$ cat config.mk
export PLATFORM = sky130hd
export DESIGN_NAME = utf8_string_validator_top
export DESIGN_NICKNAME = d
export VERILOG_FILES = /design/src/hdl/utf8v_pkg.sv /design/src/hdl/utf8_string_validator_top.sv
export SDC_FILE = /design/constraint.sdc
export NUM_CORES = 1
export LEC_CHECK = 0
export BUFFER_PORTS_ARGS = -buffer_cell sky130_fd_sc_hd__buf_2
export CAP_MARGIN = 20
export CELL_PAD_IN_SITES_DETAIL_PLACEMENT = 1
export CELL_PAD_IN_SITES_GLOBAL_PLACEMENT = 2
export CORE_AREA = 2 2 72 60
export DETAILED_ROUTE_END_ITERATION = 12
export DIE_AREA = 0 0 74 62
export PLACE_DENSITY = 0.82
export SYNTH_ARGS = -nofsm -noshare
export SYNTH_HDL_FRONTEND = slang
export SYNTH_SLANG_ARGS = --single-unit
$ cat constraint.sdc
create_clock -name clk -period 3.2 [get_ports clk]
set_input_delay 0.64 -clock clk [delete_from_list [all_inputs] [get_ports clk]]
set_output_delay 0.64 -clock clk [all_outputs]
set_load 0.1 [all_outputs]
$ cat src/hdl/utf8v_pkg.sv
`default_nettype none
// ----------------------------------------------------------------------------
// utf8v_pkg
// Constants shared by the UTF-8 string validator: widths, byte masks and
// code point limits of the strict policy.
// ----------------------------------------------------------------------------
package utf8v_pkg;

  localparam int unsigned ByteW = 8;
  localparam int unsigned CpW   = 21;
  localparam int unsigned PendW = 2;
  localparam int unsigned LenW  = 3;

  // item kinds
  localparam logic KindData = 1'b0;
  localparam logic KindEnd  = 1'b1;

  // byte classes
  localparam logic [ByteW-1:0] CtrlLimit  = 8'h20;
  localparam logic [ByteW-1:0] TabByte    = 8'h09;
  localparam logic [ByteW-1:0] Lead2Mask  = 8'hE0;
  localparam logic [ByteW-1:0] Lead2Code  = 8'hC0;
  localparam logic [ByteW-1:0] Lead3Mask  = 8'hF0;
  localparam logic [ByteW-1:0] Lead3Code  = 8'hE0;
  localparam logic [ByteW-1:0] Lead4Mask  = 8'hF8;
  localparam logic [ByteW-1:0] Lead4Code  = 8'hF0;
  localparam logic [1:0]       ContTag    = 2'b10;

  // sequence lengths
  localparam logic [LenW-1:0] Len2 = 3'd2;
  localparam logic [LenW-1:0] Len3 = 3'd3;
  localparam logic [LenW-1:0] Len4 = 3'd4;

  // code point limits
  localparam logic [CpW-1:0] Min2     = 21'h00080;
  localparam logic [CpW-1:0] Min3     = 21'h00800;
  localparam logic [CpW-1:0] Min4     = 21'h10000;
  localparam logic [CpW-1:0] MaxCp    = 21'h10FFFF;
  localparam logic [CpW-1:0] SurrLow  = 21'h0D800;
  localparam logic [CpW-1:0] SurrHigh = 21'h0DFFF;

endpackage : utf8v_pkg
`default_nettype wire

$ cat src/hdl/utf8_string_validator_top.sv
`default_nettype none
// ----------------------------------------------------------------------------
// utf8_string_validator_top
// Strict UTF-8 string checker. Bytes of a string arrive one per beat on the
// item channel; an end-of-string beat returns one verdict on the result
// channel.
//
// Item channel: item_valid / item_stall with kind and byte_value. kind = 0
// carries a string byte, kind = 1 marks the end of the string (byte_value is
// ignored). Result channel: result_valid / result_stall with string_valid,
// one beat per end-of-string item and nothing for data bytes.
// A beat is registered at the input, checked against the sequence state,
// and the verdict lands in the result register. Throughput is one byte per
// cycle while no end-of-string beat waits for the result slot, set by the
// state update of the decode stage.
// Reset (rst, synchronous) empties both registers and clears the sequence
// state and the sticky fail flag. While result_stall holds a verdict, data
// bytes keep flowing; an end-of-string beat waits in the input register and
// item_stall rises until the result slot frees.
// ----------------------------------------------------------------------------
module utf8_string_validator_top
  import utf8v_pkg::*;
(
  input  wire logic             clk,
  input  wire logic             rst,
  input  wire logic             item_valid,
  output logic                  item_stall,
  input  wire logic             kind,
  input  wire logic [ByteW-1:0] byte_value,
  output logic                  result_valid,
  input  wire logic             result_stall,
  output logic                  string_valid
);

  // input register
  logic             s1_valid;
  logic             s1_kind;
  logic [ByteW-1:0] s1_byte;

  // sequence state
  logic [PendW-1:0] bytes_pending, bytes_pending_next;
  logic [LenW-1:0]  sequence_length, sequence_length_next;
  logic [CpW-1:0]   code_accumulator, code_accumulator_next;
  logic             failed, failed_next;

  logic           out_free;
  logic           s1_go;
  logic           item_take;
  logic [CpW-1:0] cp_shift;
  logic           cp_bad;

  assign out_free   = !result_valid || !result_stall;
  assign s1_go      = s1_valid && (s1_kind == KindData || out_free);
  assign item_stall = s1_valid && !s1_go;
  assign item_take  = item_valid && !item_stall;

  always_ff @(posedge clk) begin
    if (rst) begin
      s1_valid <= 1'b0;
    end else if (item_take) begin
      s1_valid <= 1'b1;
    end else if (s1_go) begin
      s1_valid <= 1'b0;
    end
  end

  always_ff @(posedge clk) begin
    if (item_take) begin
      s1_kind <= kind;
      s1_byte <= byte_value;
    end
  end

  assign cp_shift = {code_accumulator[CpW-7:0], s1_byte[5:0]};

  always_comb begin
    cp_bad = 1'b0;
    case (sequence_length)
      Len2:    cp_bad = cp_shift < Min2;
      Len3:    cp_bad = cp_shift < Min3;
      Len4:    cp_bad = (cp_shift < Min4) || (cp_shift > MaxCp);
      default: cp_bad = 1'b0;
    endcase
    if (cp_shift >= SurrLow && cp_shift <= SurrHigh) begin
      cp_bad = 1'b1;
    end
  end

  always_comb begin
    bytes_pending_next    = bytes_pending;
    sequence_length_next  = sequence_length;
    code_accumulator_next = code_accumulator;
    failed_next           = failed;
    if (s1_go) begin
      if (s1_kind == KindEnd) begin
        bytes_pending_next    = '0;
        sequence_length_next  = '0;
        code_accumulator_next = '0;
        failed_next           = 1'b0;
      end else if (!failed) begin
        if (bytes_pending == '0) begin
          if (!s1_byte[7]) begin
            if (s1_byte < CtrlLimit && s1_byte != TabByte) begin
              failed_next = 1'b1;
            end
          end else if ((s1_byte & Lead2Mask) == Lead2Code) begin
            sequence_length_next  = Len2;
            bytes_pending_next    = 2'd1;
            code_accumulator_next = CpW'(s1_byte[4:0]);
          end else if ((s1_byte & Lead3Mask) == Lead3Code) begin
            sequence_length_next  = Len3;
            bytes_pending_next    = 2'd2;
            code_accumulator_next = CpW'(s1_byte[3:0]);
          end else if ((s1_byte & Lead4Mask) == Lead4Code) begin
            sequence_length_next  = Len4;
            bytes_pending_next    = 2'd3;
            code_accumulator_next = CpW'(s1_byte[2:0]);
          end else begin
            failed_next = 1'b1;
          end
        end else if (s1_byte[7:6] != ContTag) begin
          failed_next = 1'b1;
        end else begin
          bytes_pending_next = bytes_pending - 2'd1;
          if (bytes_pending == 2'd1) begin
            // last continuation: judge the finished code point
            failed_next           = cp_bad;
            sequence_length_next  = '0;
            code_accumulator_next = '0;
          end else begin
            code_accumulator_next = cp_shift;
          end
        end
      end
    end
  end

  always_ff @(posedge clk) begin
    if (rst) begin
      bytes_pending    <= '0;
      sequence_length  <= '0;
      code_accumulator <= '0;
      failed           <= 1'b0;
    end else begin
      bytes_pending    <= bytes_pending_next;
      sequence_length  <= sequence_length_next;
      code_accumulator <= code_accumulator_next;
      failed           <= failed_next;
    end
  end

  // result register
  always_ff @(posedge clk) begin
    if (rst) begin
      result_valid <= 1'b0;
    end else if (s1_go && s1_kind == KindEnd) begin
      result_valid <= 1'b1;
    end else if (!result_stall) begin
      result_valid <= 1'b0;
    end
  end

  always_ff @(posedge clk) begin
    if (s1_go && s1_kind == KindEnd) begin
      string_valid <= !failed && bytes_pending == '0;
    end
  end

`ifndef ASSERT_OFF
  a_stall_only_when_full: assert property (@(posedge clk) disable iff (rst)
    item_stall |-> s1_valid)
    else $error("item_stall raised with empty input register");

  a_idle_seq_clear: assert property (@(posedge clk) disable iff (rst)
    bytes_pending == '0 |-> sequence_length == '0 && code_accumulator == '0)
    else $error("sequence state left over with nothing pending");

  a_pending_fits_len: assert property (@(posedge clk) disable iff (rst)
    bytes_pending != '0 |-> sequence_length > LenW'(bytes_pending))
    else $error("pending count exceeds sequence length");

  a_end_gives_result: assert property (@(posedge clk) disable iff (rst)
    s1_go && s1_kind == KindEnd |=> result_valid)
    else $error("end-of-string beat produced no result");

  a_result_from_end: assert property (@(posedge clk) disable iff (rst)
    !result_valid ##1 result_valid |-> $past(s1_go && s1_kind == KindEnd))
    else $error("result appeared without an end-of-string beat");
`endif

endmodule : utf8_string_validator_top
`default_nettype wire
==> run_results.csv <==
group,metric,value,unit
status,status,"finished clean",
timing,hold_viol_final,0,
clock_network,cts_root_buffer,"clkbuf_8",
clock_network,h-tree-depth,2,
clock_network,clk_path_buf_depth,2,
clock_network,ctsHoldBuffers,0,
cells_and_area,post-route-util,0.418,
global_route,grt_max_degree,27,
placement,routabilityCongestion,0.790,
logic_synthesis,avgSynthCellArea,9.86,um2
placement,dp_hpwl,2.55,mm
logic_synthesis,async_flop_share,0,
logic_synthesis,syn_inst,149,
cells_and_area,n_antenna_cell,0,
logic_synthesis,synth_flop_cell,"dfxtp_1",
timing,max_slew_margin,0.419,
worst_setup_path,critPathLaunchType,"register",
die,coreArea,3970,um2
timing,tns,0,ns
placement,port_buffers,15,
routing,detail_route.wl_per_cell,15.2,um
worst_hold_path,min_path_type,"reg2reg",
worst_hold_path,hold-path-cell-count,2,
worst_setup_path,worst-path-stages,3,
routing,postRouteAntennaNets,0,
run,max_cap_violations,0,
routing,drc,0,
global_route,overflow,0,
clock_network,cts_buffers,5,
die,num_rows,21,
worst_setup_path,cp_cell_sequence,"nand2_1 > nor2_2 > buf_2",
timing,fmax,0.438,GHz
clock_network,cts_tree,"done",
die,die_w,74,um
timing,setup_viol,0,
worst_setup_path,worstPathArrival,1.64,ns
global_route,antenna_found_initial,0,
die,dieArea,4590,um2
routing,vias_per_cell,5.21,
clock_network,clk-insertion-delay-late,0.28,ns
clock_network,cts_resized,0,
logic_synthesis,synth_edf_count,10,
cells_and_area,nFillCells,472,
routing,first_pass_iters,4,
logic_synthesis,yosysWarnings,0,
pwr,vdd_drop_max,229,uV
global_route,track_usage,0.169,
timing,fin_crit,2.28,ns
die,pin_count,16,
pwr,power,0.804,mW
timing,rsz0062_at_grt,"no",
pwr,power.density,484,nW/um2
logic_synthesis,ys_seq_area_frac,0.518,
clock_network,cts.sinks,33,
worst_setup_path,cp_max_fo,11,
clock_network,post-cts-setup-buffer-count,0,
worst_setup_path,r2r_cells,5,
clock_network,clk_pin_slew_worst_paths,0.06,ns
cells_and_area,area_growth,13.0,%
timing,maxSlewViolCount,0,
cells_and_area,drive_above_1_share,0.180,
worst_setup_path,crit_type,"reg2out",
logic_synthesis,synth_fp_nets,162,
die,start_util,0.370,
worst_setup_path,path_delay_family,"flip-flops",
logic_synthesis,synth_cell_types,39,
worst_setup_path,worst-path-buf-inv,1,
global_route,grt_pass1_vias,1174,
cells_and_area,fin_nets,179,
routing,drtIter0Drc,77,
routing,wirelength,3.40,mm
logic_synthesis,netlist_area,1470,um2
die,die_h,62,um
routing,dr_total_vias,1167,
worst_setup_path,cp-end-kind,"output port",
pwr,leakage,0.589,nW
timing,tightest_slew,0.872,ns
timing,fin_crit_sh,0.714,
worst_setup_path,crit_required,2.56,ns
worst_setup_path,cpPeakStageDelay,0.57,ns
worst_setup_path,slowest_stage,"edfxtp_1",
timing,clock_skew,0.00222,ns
global_route,grt_pass1_wl,5.69,mm
logic_synthesis,synth-seq-cells,33,
-- cells in the mapped netlist (2+ instances only) --
library cell / n / share of area
nor3_1: 5 / 0.017
and3_1: 2 / 0.0085
buf_6: 3 / 0.023
o21ai_1: 12 / 0.041
nor2_1: 9 / 0.023
o21ai_0: 4 / 0.014
nand3_1: 13 / 0.044
a21oi_1: 6 / 0.020
nor2b_1: 5 / 0.021
edfxtp_1: 10 / 0.20
a32o_1: 3 / 0.020
nand2_1: 12 / 0.031
nand4_1: 3 / 0.013
clkbuf_1: 2 / 0.0051
dfxtp_1: 23 / 0.31
nand2b_1: 14 / 0.060
-- sequential cells by signal, summed over array words and instances, names as in the netlist --
register,cells
code_accumulator,15
s1_kind,1
result_valid,1
s1_valid,1
bytes_pending,2
string_valid,1
sequence_length,3
s1_byte,8
failed,1
-- final cells by class --
class                      count  area, um2  share of cell area
sequential                    33        761               0.458
clock buffer                   5       68.8              0.0414
timing repair buffer          16       82.6              0.0497
tap                           57       71.3              0.0430
multi-input combinational    109        661               0.398
clock inverter                 3       12.5             0.00754
inverter                       1       3.75             0.00226
-- metrics by stage --
stage / hold slack [ns] / cell area, um2 / cells / setup slack, ns
final: 0.469 / 1660 / 224 / 0.917
after global routing: 0.491 / 1660 / 224 / 0.812
after CTS: 0.471 / 1660 / 224 / 0.919
after detailed placement: 0.459 / 1580 / 216 / 1.01
after global placement: 0.453 / 1580 / 216 / 1.10
after floorplan: 0.436 / 1470 / 149 / 0.418
-- cells by family after synthesis --
family | Yosys count | synth area share
and+or+nand+nor | 73 | 0.279
AOI/OAI and AO/OA | 36 | 0.169
DFF | 33 | 0.518
buffers and inverters | 7 | 0.0341
-- placed cells by master, fill, tap and decap left out, types with 6 or more instances in the layout --
cell      count
buf_2        15
dfxtp_1      23
nand3_1      13
edfxtp_1     10
nor2_1        8
nand2b_1     14
o21ai_1      12
nand2_1      12
a21oi_1       6
-- routing by layer --
metal | vias to the layer above | wire length (um) | part of all wire | GRT usage
met5 | - | 0 | 0 | 0
met2 | 21 | 1490 | 0.44 | 0.259
met1 | 558 | 1750 | 0.51 | 0.232
met4 | 0 | 25 | 0.0074 | 0.0390
met3 | 4 | 128 | 0.038 | 0.0581
li1 | 584 | - | - | -
-- where the power goes --
group | leakage [nW] | switching (mW) | total [mW] | internal, mW
combinational | 0.264 | 0.0395 | 0.0634 | 0.0239
sequential | 0.282 | 0.0115 | 0.454 | 0.442
clock | 0.0430 | 0.141 | 0.287 | 0.146
-- worst paths after layout --
check	start	endpoint	slack [ns]
setup / recovery	s1_kind$_DFFE_PP_	item_stall	0.92
hold / removal	code_accumulator[13]$_SDFFE_PP0P_	code_accumulator[13]$_SDFFE_PP0P_	0.47
setup reg to reg	s1_kind$_DFFE_PP_	code_accumulator[1]$_SDFFE_PP0P_	1.11
hold reg to reg	code_accumulator[13]$_SDFFE_PP0P_	code_accumulator[13]$_SDFFE_PP0P_	0.47
-- worst reg2reg max path, cell delays in order (launching register included) --
cell	delay [ns]
edfxtp_1	0.55
nand3_1	0.17
and3_1	0.21
o21a_1	0.72
nor2_2	0.10
a32o_1	0.23
Power figures use the tool's default switching activity.
